$ cat config.mk
export PLATFORM = sky130hd
export DESIGN_NAME = source_text_lexer
export DESIGN_NICKNAME = d
export VERILOG_FILES = /design/src/design/stl_pkg.sv /design/src/design/source_text_lexer.sv
export SDC_FILE = /design/constraint.sdc
export NUM_CORES = 1
export LEC_CHECK = 0
export BUFFER_PORTS_ARGS = -buffer_cell sky130_fd_sc_hd__buf_2
export CORE_AREA = 5 5 159 161
export DETAILED_ROUTE_END_ITERATION = 12
export DIE_AREA = 0 0 164 166
export PLACE_DENSITY = 0.86
export SYNTH_ARGS = -nofsm -noshare
export SYNTH_HDL_FRONTEND = slang
export SYNTH_SLANG_ARGS = --single-unit
$ cat constraint.sdc
create_clock -name clock -period 6.5 [get_ports clock]
set_clock_uncertainty 0.05 [all_clocks]
set_input_delay 1.3 -clock clock [delete_from_list [all_inputs] [get_ports clock]]
set_output_delay 1.3 -clock clock [all_outputs]
set_load 0.05 [all_outputs]
$ cat src/design/stl_pkg.sv
// Shared types, character codes and keyword tables for the source text lexer.
// Depends on nothing; imported by source_text_lexer.
package stl_pkg;

   // Numeric accumulator: values saturate at 2^(VALUE_BITS-1)-1
   localparam int VALUE_BITS = 32;
   localparam int NUM_BITS   = VALUE_BITS - 1;
   localparam int OUT_BITS   = 32;

   localparam logic [31:0] HASH_START = 32'd5381;

   // Result queue
   localparam int QUEUE_DEPTH = 4;
   localparam int QPTR_BITS   = $clog2(QUEUE_DEPTH);
   localparam int QCNT_BITS   = $clog2(QUEUE_DEPTH + 1);

   // Characters with a role of their own
   localparam logic [7:0] CH_END     = 8'h00;
   localparam logic [7:0] CH_NEWLINE = 8'h0A;
   localparam logic [7:0] CH_SPACE   = 8'h20;
   localparam logic [7:0] CH_SEMI    = 8'h3B;
   localparam logic [7:0] CH_SLASH   = 8'h2F;
   localparam logic [7:0] CH_DOT     = 8'h2E;
   localparam logic [7:0] CH_ZERO    = 8'h30;

   // Word codes
   localparam logic [3:0] CODE_LPAREN = 4'd4;
   localparam logic [3:0] CODE_RPAREN = 4'd5;
   localparam logic [3:0] CODE_LBRACE = 4'd6;
   localparam logic [3:0] CODE_RBRACE = 4'd7;
   localparam logic [3:0] CODE_LBRACK = 4'd8;
   localparam logic [3:0] CODE_RBRACK = 4'd9;
   localparam logic [3:0] CODE_PLUS   = 4'd10;
   localparam logic [3:0] CODE_MINUS  = 4'd11;
   localparam logic [3:0] CODE_STAR   = 4'd12;
   localparam logic [3:0] CODE_DIVIDE = 4'd13;
   localparam logic [3:0] CODE_ASSIGN = 4'd14;

   // Keywords: void, while, for, if, int
   localparam int KW_COUNT = 5;
   localparam logic [7:0] KW_TEXT [0:KW_COUNT-1][0:7] = '{
      '{8'h76, 8'h6F, 8'h69, 8'h64, 8'h00, 8'h00, 8'h00, 8'h00},
      '{8'h77, 8'h68, 8'h69, 8'h6C, 8'h65, 8'h00, 8'h00, 8'h00},
      '{8'h66, 8'h6F, 8'h72, 8'h00, 8'h00, 8'h00, 8'h00, 8'h00},
      '{8'h69, 8'h66, 8'h00, 8'h00, 8'h00, 8'h00, 8'h00, 8'h00},
      '{8'h69, 8'h6E, 8'h74, 8'h00, 8'h00, 8'h00, 8'h00, 8'h00}
   };
   localparam logic [2:0] KW_LEN  [0:KW_COUNT-1] = '{3'd4, 3'd5, 3'd3, 3'd2, 3'd3};
   localparam logic [3:0] KW_CODE [0:KW_COUNT-1] = '{4'd0, 4'd1, 4'd2, 4'd3, 4'd15};

   typedef enum logic [2:0] {
      MODE_IDLE    = 3'd0,
      MODE_KEYWORD = 3'd1,
      MODE_IDENT   = 3'd2,
      MODE_INT     = 3'd3,
      MODE_DEC     = 3'd4,
      MODE_SLASH   = 3'd5,
      MODE_SEMI    = 3'd6,
      MODE_COMMENT = 3'd7
   } lex_mode_type;

   typedef enum logic [2:0] {
      FORM_WORD  = 3'd0,
      FORM_IDENT = 3'd1,
      FORM_INT   = 3'd2,
      FORM_DEC   = 3'd3,
      FORM_ERROR = 3'd4,
      FORM_END   = 3'd5
   } form_type;

   typedef struct packed {
      form_type              form;
      logic [OUT_BITS-1:0]   value;
      logic                  last;
   } result_type;

   function automatic logic is_letter(input logic [7:0] c);
      return (c >= 8'h61 && c <= 8'h7A) || (c >= 8'h41 && c <= 8'h5A);
   endfunction

   function automatic logic is_digit(input logic [7:0] c);
      return c >= 8'h30 && c <= 8'h39;
   endfunction

   // djb2 step: h*33 + c, wrapping at 32 bits
   function automatic logic [31:0] hash_step(input logic [31:0] h, input logic [7:0] c);
      return (h << 5) + h + {24'd0, c};
   endfunction

   // n*10 + d, saturating at the numeric limit
   function automatic logic [NUM_BITS-1:0] digit_step(input logic [NUM_BITS-1:0] n,
                                                      input logic [7:0] c);
      logic [NUM_BITS+3:0] wide;
      logic [3:0]          d;
      d    = 4'(c - CH_ZERO);
      wide = ({4'd0, n} << 3) + ({4'd0, n} << 1) + (NUM_BITS+4)'(d);
      if (wide[NUM_BITS+3:NUM_BITS] != 4'd0)
         return '1;
      return wide[NUM_BITS-1:0];
   endfunction

   // Single-byte symbols; hit flag in the top bit, code below
   function automatic logic [4:0] symbol_lookup(input logic [7:0] c);
      logic [4:0] r;
      r = 5'd0;
      case (c)
         8'h28:   r = {1'b1, CODE_LPAREN};
         8'h29:   r = {1'b1, CODE_RPAREN};
         8'h7B:   r = {1'b1, CODE_LBRACE};
         8'h7D:   r = {1'b1, CODE_RBRACE};
         8'h5B:   r = {1'b1, CODE_LBRACK};
         8'h5D:   r = {1'b1, CODE_RBRACK};
         8'h2B:   r = {1'b1, CODE_PLUS};
         8'h2D:   r = {1'b1, CODE_MINUS};
         8'h2A:   r = {1'b1, CODE_STAR};
         8'h3D:   r = {1'b1, CODE_ASSIGN};
         default: r = 5'd0;
      endcase
      return r;
   endfunction

endpackage

$ cat src/design/source_text_lexer.sv
// Source text lexer top level: byte-at-a-time tokenizer with a small result queue.
// Depends on stl_pkg (types, character codes, keyword tables, step functions).
//
// Usage:
//   req_valid/req_stall/req_ch carries one source byte per beat; byte 0 ends
//   the text, flushes any pending token and returns the lexer to idle.
//   rsp_valid/rsp_stall carries result beats (rsp_form, rsp_value, rsp_last);
//   rsp_last marks the final result caused by one input byte. A byte causes
//   zero, one or two results.
//   Results are written to the queue when the byte is accepted and reach
//   rsp_* from its head. Throughput: one byte per cycle while req_stall is
//   low. The lexer state is updated in the same cycle the byte is accepted,
//   and results go to a four-entry queue. req_stall rises while fewer than
//   two queue slots are free, so a receiver that stalls fills the queue and
//   then holds off the sender; a byte that causes two results takes two slots.
//   Reset (synchronous, active high) returns the lexer to idle between tokens
//   and empties the queue.
module source_text_lexer (
   input  logic                          clock,
   input  logic                          reset,
   input  logic                          req_valid,
   output logic                          req_stall,
   input  logic [7:0]                    req_ch,
   output logic                          rsp_valid,
   input  logic                          rsp_stall,
   output stl_pkg::form_type             rsp_form,
   output logic [stl_pkg::OUT_BITS-1:0]  rsp_value,
   output logic                          rsp_last
);
   import stl_pkg::*;

   // Lexer state
   lex_mode_type          mode_ff,  mode_in;
   logic [KW_COUNT-1:0]   alive_ff, alive_in;
   logic [2:0]            pos_ff,   pos_in;
   logic [31:0]           hash_ff,  hash_in;
   logic [NUM_BITS-1:0]   num_ff,   num_in;

   // Result queue
   result_type            queue_ff [0:QUEUE_DEPTH-1];
   logic [QPTR_BITS-1:0]  wr_ptr_ff, wr_ptr_in;
   logic [QPTR_BITS-1:0]  rd_ptr_ff, rd_ptr_in;
   logic [QCNT_BITS-1:0]  count_ff,  count_in;

   logic                  req_take;
   logic                  rsp_take;

   // Token start decode
   lex_mode_type          st_mode;
   logic [KW_COUNT-1:0]   st_alive;
   logic [2:0]            st_pos;
   logic [31:0]           st_hash;
   logic [NUM_BITS-1:0]   st_num;
   logic                  st_emit;
   form_type              st_form;
   logic [3:0]            st_code;

   // Pending token flush
   logic                  fl_emit;
   form_type              fl_form;
   logic [OUT_BITS-1:0]   fl_value;

   // Step results
   logic                  use_flush;
   logic                  sec_emit;
   form_type              sec_form;
   logic [OUT_BITS-1:0]   sec_value;
   result_type            res_a, res_b;
   logic [1:0]            push_n;

   assign req_take  = req_valid && !req_stall;
   assign rsp_take  = rsp_valid && !rsp_stall;
   assign req_stall = count_ff > QCNT_BITS'(QUEUE_DEPTH - 2);

   // Decode of a byte that opens a token
   always_comb begin
      logic [4:0] sym;
      logic [KW_COUNT-1:0] first;
      sym      = symbol_lookup(req_ch);
      first    = '0;
      st_mode  = MODE_IDLE;
      st_alive = '0;
      st_pos   = 3'd0;
      st_hash  = HASH_START;
      st_num   = '0;
      st_emit  = 1'b0;
      st_form  = FORM_ERROR;
      st_code  = 4'd0;
      for (int i = 0; i < KW_COUNT; i++)
         first[i] = (KW_TEXT[i][0] == req_ch);
      if (req_ch == CH_SPACE || req_ch == CH_NEWLINE) begin
         st_mode = MODE_IDLE;
      end else if (req_ch == CH_SEMI) begin
         st_mode = MODE_SEMI;
      end else if (req_ch == CH_SLASH) begin
         st_mode = MODE_SLASH;
      end else if (sym[4]) begin
         st_emit = 1'b1;
         st_form = FORM_WORD;
         st_code = sym[3:0];
      end else if (is_letter(req_ch)) begin
         st_hash  = hash_step(HASH_START, req_ch);
         st_alive = first;
         st_pos   = 3'd1;
         st_mode  = (first != '0) ? MODE_KEYWORD : MODE_IDENT;
      end else if (is_digit(req_ch)) begin
         st_num  = digit_step('0, req_ch);
         st_mode = MODE_INT;
      end else begin
         st_emit = 1'b1;
         st_form = FORM_ERROR;
      end
   end

   // What the current mode emits when its token ends
   always_comb begin
      fl_emit  = 1'b1;
      fl_form  = FORM_ERROR;
      fl_value = '0;
      unique case (mode_ff)
         MODE_KEYWORD, MODE_IDENT: begin
            fl_form  = FORM_IDENT;
            fl_value = OUT_BITS'(hash_ff);
         end
         MODE_INT: begin
            fl_form  = FORM_INT;
            fl_value = OUT_BITS'(num_ff);
         end
         MODE_DEC: begin
            fl_form  = FORM_DEC;
            fl_value = OUT_BITS'(num_ff);
         end
         MODE_SLASH: begin
            fl_form  = FORM_WORD;
            fl_value = OUT_BITS'(CODE_DIVIDE);
         end
         MODE_SEMI: begin
            fl_form  = FORM_ERROR;
         end
         default: begin
            fl_emit  = 1'b0;
         end
      endcase
   end

   // One lexing step: next state and up to two results
   always_comb begin
      logic                take_start;
      logic                go_idle;
      logic                kw_done;
      logic [3:0]          kw_code;
      logic [KW_COUNT-1:0] kw_alive;
      take_start = 1'b0;
      go_idle    = 1'b0;
      kw_done    = 1'b0;
      kw_code    = 4'd0;
      kw_alive   = '0;
      mode_in    = mode_ff;
      alive_in   = alive_ff;
      pos_in     = pos_ff;
      hash_in    = hash_ff;
      num_in     = num_ff;
      use_flush  = 1'b0;
      sec_emit   = 1'b0;
      sec_form   = FORM_END;
      sec_value  = '0;

      if (req_ch == CH_END) begin
         use_flush = 1'b1;
         sec_emit  = 1'b1;
         sec_form  = FORM_END;
         go_idle   = 1'b1;
      end else begin
         unique case (mode_ff)
            MODE_KEYWORD: begin
               if (is_letter(req_ch)) begin
                  hash_in = hash_step(hash_ff, req_ch);
                  // Follow surviving keywords; the first one completed wins
                  for (int i = 0; i < KW_COUNT; i++) begin
                     if (!kw_done && alive_ff[i] && pos_ff < KW_LEN[i]
                         && KW_TEXT[i][pos_ff] == req_ch) begin
                        kw_alive[i] = 1'b1;
                        if (pos_ff + 3'd1 == KW_LEN[i]) begin
                           kw_done = 1'b1;
                           kw_code = KW_CODE[i];
                        end
                     end
                  end
                  if (kw_done) begin
                     sec_emit  = 1'b1;
                     sec_form  = FORM_WORD;
                     sec_value = OUT_BITS'(kw_code);
                     go_idle   = 1'b1;
                  end else if (kw_alive != '0) begin
                     alive_in = kw_alive;
                     pos_in   = pos_ff + 3'd1;
                  end else begin
                     alive_in = '0;
                     pos_in   = 3'd0;
                     mode_in  = MODE_IDENT;
                  end
               end else begin
                  take_start = 1'b1;
               end
            end
            MODE_IDENT: begin
               if (is_letter(req_ch))
                  hash_in = hash_step(hash_ff, req_ch);
               else
                  take_start = 1'b1;
            end
            MODE_INT: begin
               if (is_digit(req_ch))
                  num_in = digit_step(num_ff, req_ch);
               else if (req_ch == CH_DOT)
                  mode_in = MODE_DEC;
               else
                  take_start = 1'b1;
            end
            MODE_DEC: begin
               if (!is_digit(req_ch))
                  take_start = 1'b1;
            end
            MODE_SLASH: begin
               if (req_ch == CH_SLASH)
                  mode_in = MODE_COMMENT;
               else
                  take_start = 1'b1;
            end
            MODE_SEMI: begin
               if (req_ch == CH_NEWLINE)
                  go_idle = 1'b1;
               else
                  take_start = 1'b1;
            end
            MODE_COMMENT: begin
               if (req_ch == CH_NEWLINE)
                  go_idle = 1'b1;
            end
            default: begin
               take_start = 1'b1;
            end
         endcase
      end

      if (take_start) begin
         use_flush = 1'b1;
         mode_in   = st_mode;
         alive_in  = st_alive;
         pos_in    = st_pos;
         hash_in   = st_hash;
         num_in    = st_num;
         sec_emit  = st_emit;
         sec_form  = st_form;
         sec_value = OUT_BITS'(st_code);
      end else if (go_idle) begin
         mode_in  = MODE_IDLE;
         alive_in = '0;
         pos_in   = 3'd0;
         hash_in  = HASH_START;
         num_in   = '0;
      end
   end

   // Pack results in order; last goes on the final one
   always_comb begin
      logic first_ok;
      first_ok = use_flush && fl_emit;
      res_a    = '{form: fl_form, value: fl_value, last: !sec_emit};
      res_b    = '{form: sec_form, value: sec_value, last: 1'b1};
      push_n   = 2'd0;
      if (first_ok && sec_emit) begin
         push_n = 2'd2;
      end else if (first_ok) begin
         push_n = 2'd1;
      end else if (sec_emit) begin
         push_n = 2'd1;
         res_a  = res_b;
      end
      if (!req_take)
         push_n = 2'd0;
   end

   // Queue pointers and fill count
   always_comb begin
      wr_ptr_in = wr_ptr_ff + QPTR_BITS'(push_n);
      rd_ptr_in = rd_ptr_ff + QPTR_BITS'(rsp_take);
      count_in  = count_ff + QCNT_BITS'(push_n) - QCNT_BITS'(rsp_take);
   end

   // Control registers
   always_ff @(posedge clock) begin
      if (reset) begin
         mode_ff   <= MODE_IDLE;
         alive_ff  <= '0;
         pos_ff    <= 3'd0;
         hash_ff   <= HASH_START;
         num_ff    <= '0;
         wr_ptr_ff <= '0;
         rd_ptr_ff <= '0;
         count_ff  <= '0;
      end else begin
         if (req_take) begin
            mode_ff  <= mode_in;
            alive_ff <= alive_in;
            pos_ff   <= pos_in;
            hash_ff  <= hash_in;
            num_ff   <= num_in;
         end
         wr_ptr_ff <= wr_ptr_in;
         rd_ptr_ff <= rd_ptr_in;
         count_ff  <= count_in;
      end
   end

   // Queue storage
   always_ff @(posedge clock) begin
      if (push_n != 2'd0)
         queue_ff[wr_ptr_ff] <= res_a;
      if (push_n == 2'd2)
         queue_ff[wr_ptr_ff + QPTR_BITS'(1)] <= res_b;
   end

   assign rsp_valid = count_ff != '0;
   assign rsp_form  = queue_ff[rd_ptr_ff].form;
   assign rsp_value = queue_ff[rd_ptr_ff].value;
   assign rsp_last  = queue_ff[rd_ptr_ff].last;

   // Checks
   a_queue_bound: assert property (@(posedge clock) disable iff (reset)
      count_ff <= QCNT_BITS'(QUEUE_DEPTH))
      else $error("result queue overfilled");

   a_end_to_idle: assert property (@(posedge clock) disable iff (reset)
      (req_take && req_ch == CH_END) |=> (mode_ff == MODE_IDLE && hash_ff == HASH_START))
      else $error("end of text did not return lexer to idle");

   a_keyword_alive: assert property (@(posedge clock) disable iff (reset)
      (mode_ff == MODE_KEYWORD) |-> (alive_ff != '0))
      else $error("keyword mode with no live keyword");

   // Match position can be zero or one in identifier mode, so only the live mask is checked
   a_no_stray_alive: assert property (@(posedge clock) disable iff (reset)
      (mode_ff != MODE_KEYWORD) |-> (alive_ff == '0))
      else $error("keyword tracking left outside keyword mode");

   a_end_is_last: assert property (@(posedge clock) disable iff (reset)
      (rsp_valid && rsp_form == FORM_END) |-> rsp_last)
      else $error("end of text result not marked last");

endmodule
==> qor.yml <==
status: "completed"
cp_cell_sequence: "inv_1 -> ha_1 -> nor2b_1 -> or3_1 -> or4b_1 -> o31ai_1 -> o211a_1 -> nand2_1 -> nand3_1 -> ha_1 -> o21ai_1 -> nor3_1 -> buf_4 -> nor2_2 -> buf_4 -> nand2_1 -> o21ai_1"
hold_buffers: 0
ios: 50
syn2layout_area_growth_pct: 7.66
cts.repair.resized: 0
switchingPower_mw: 2.15
p_sw_frac: 0.412
grt-ovfl-total: 0
grt_setup_unrepaired: "false"
power_frac_clock: 0.243
yosys-top-cells-area: "dfxtp_1 27%, ha_1 12%, mux4_2 5.4%"
syn_area_um2: 14900
avgRoutedWirePerCell_um: 19.9
die_w_um: 164
clkTransAtPathRegs_ns: 0.06
synth-edff-count: 24
setup_ws_ns: 1.20
synth_top_area_cell: "dfxtp_1"
wirelength_um: 41000
crit_family: "simple AND/OR/NAND/NOR gates"
synth.most_common_cell: "nand2_1"
ys_top_cells_by_count: "209 x nand2_1, 201 x dfxtp_1, 139 x ha_1, 111 x a21oi_1, 108 x nor2_1"
final_util: 0.674
yosys_warnings: 0
crit_arrival_ns: 5.68
p_leak_nw: 6.51
drive_gt1_frac: 0.115
power_frac_seq: 0.336
syn-num-nets: 1892
peakVddDrop_mv: 0.320
synthArstFlopShare: 0
avgSynthCellArea_um2: 8.60
dp_hpwl_um: 29000
track_usage: 0.295
tns_ns: 0
finalHoldViolCount: 0
grt_antenna_before_repair: 0
cp-start-kind: "register"
cts.sink_count: 225
core_um2: 23800
ys.flop_type: "dfxtp_1"
synth_cells: 1734
intPower_mw: 3.06
maxCapViolCount: 0
drtIter0Drc: 1456
rows: 57
ys_ff_latch: 225
drc: 0
max_freq_ghz: 0.189
ys_seq_area_frac: 0.318
min_path_type: "register to register"
dr.pass1.iters: 6
htreeDepth: 1
yosysTopAreaCellShare: 0.270
viasPerCell: 6.52
cp.required_ns: 6.88
power_density_nw_per_um2: 324
grt_max_degree: 60
grt_pass1_vias: 13200
post-place-ws_ns: 0.907
cts_inserted_buffers: 24
slowest_delay_ns: 0.59
worst-path-buf-inv: 3
pwr-share-comb: 0.421
postRouteAntennaNets: 0
ctsLongestPathBuffers: 3
worst_slew_pin_slew_ns: 0.956
holdWs_ns: 0.393
cts_root_buffer: "clkbuf_16"
die_h_um: 166
synth.distinct_cells: 89
maxSlewViolCount: 0
clock_latency_ns: 0.53
final-setup-viol-count: 0
crit_type: "register to register"
fin_crit_ns: 5.30
critPathSlowestCell: "dfxtp_1"
vias: 13500
path_max_fanout: 18
num_antenna_cells: 0
io_buffers: 49
nets: 1885
routabilityCongestion: 0.976
period_share: 0.816
grt_pass1_wl_um: 67100
dieArea_um2: 27200
crit_path_end_kind: "register"
relSlewSlack: 0.361
post_cts_buffers: 0
cts_tree: "built"
floorplan.initialDensity: 0.626
[layout by cell type (no fill, tap or decap), types with 31 or more instances in the layout]
| cell | count |
|---|---|
| a21oi_1 | 108 |
| buf_2 | 49 |
| mux4_2 | 36 |
| xnor2_1 | 44 |
| nand3_1 | 39 |
| a22o_1 | 32 |
| dfxtp_1 | 200 |
| nor3_1 | 59 |
| o21ai_0 | 94 |
| nor2_1 | 104 |
| xor2_1 | 33 |
| inv_1 | 38 |
| o21ai_1 | 84 |
| ha_1 | 139 |
| nand2_1 | 209 |
| a21o_1 | 31 |
[final timing paths]
path                                       from              end  slack, ns  depth (start not counted)
worst max-delay path                  pos_ff[1]  queue_ff[0][20]       1.20                         17
worst min register to register  queue_ff[3][15]  queue_ff[3][15]       0.39                          2
worst min-delay path            queue_ff[3][15]  queue_ff[3][15]       0.39                          2
worst max register to register        pos_ff[1]  queue_ff[0][20]       1.20                         17
[final cells by class]
class	instances	area, um^2
Multi-Input combinational cell	1363	9610
Fill cell	1872	7760
Sequential cell	225	4750
Clock buffer	33	664
Timing Repair Buffer	75	440
Tap cell	324	405
Inverter	38	143
Clock inverter	7	55.1
[sequential cells by signal, summed over array words and instances, names as in the netlist]
register / cells
queue_ff: 144
hash_ff: 32
num_ff: 31
alive_ff: 5
count_ff: 3
mode_ff: 3
pos_ff: 3
rd_ptr_ff: 2
wr_ptr_ff: 2
[power groups by stage]
stage | Clock, mW | Sequential [mW] | Combinational [mW]
2_1_floorplan | 0 | 1.69 | 1.70
3_5_place_dp | 0 | 1.77 | 2.14
5_1_grt | 1.33 | 1.76 | 2.40
6_report | 1.27 | 1.75 | 2.19
3_3_place_gp | 0 | 1.76 | 2.08
4_1_cts | 1.27 | 1.74 | 2.16
[worst min-delay path, delay by kind of cell (launching register included)]
kind	cells	cell delay [ns]
AOI/OAI and AO/OA	1	0.05
and+or+nand+nor	1	0.05
DFF	1	0.31
[routing by layer]
metal,global-route usage,part of all wire,wire [um]
met3,0.0355,0.077,3140
met1,0.405,0.42,17300
met2,0.496,0.48,19700
met4,0.0791,0.020,839
met5,0,0,0
[logic make-up (layout without fill, tap and decap cells)]
| logic type | count (synthesis) | after routing | share of synthesized area |
|---|---|---|---|
| AO/OA/AOI/OAI | 536 | 536 | 0.231 |
| XOR/XNOR | 77 | 77 | 0.0452 |
| adder cells (fa/ha/maj) | 146 | 146 | 0.126 |
| buffers and inverters | 146 | 153 | 0.0403 |
| flip-flops | 225 | 225 | 0.318 |
| multiplexers | 43 | 43 | 0.0592 |
| AND/OR/NAND/NOR | 561 | 561 | 0.180 |
[through the flow]
stage                     instances  cell area [um^2]  power, mW
after floorplan                1734             14900       3.39
after global placement         2025             15300       3.84
after detailed placement       2025             15300       3.91
after CTS                      2065             16100       5.18
after global routing           2065             16100       5.49
final                          2065             16100       5.21
(Power assumes the default switching activity.)
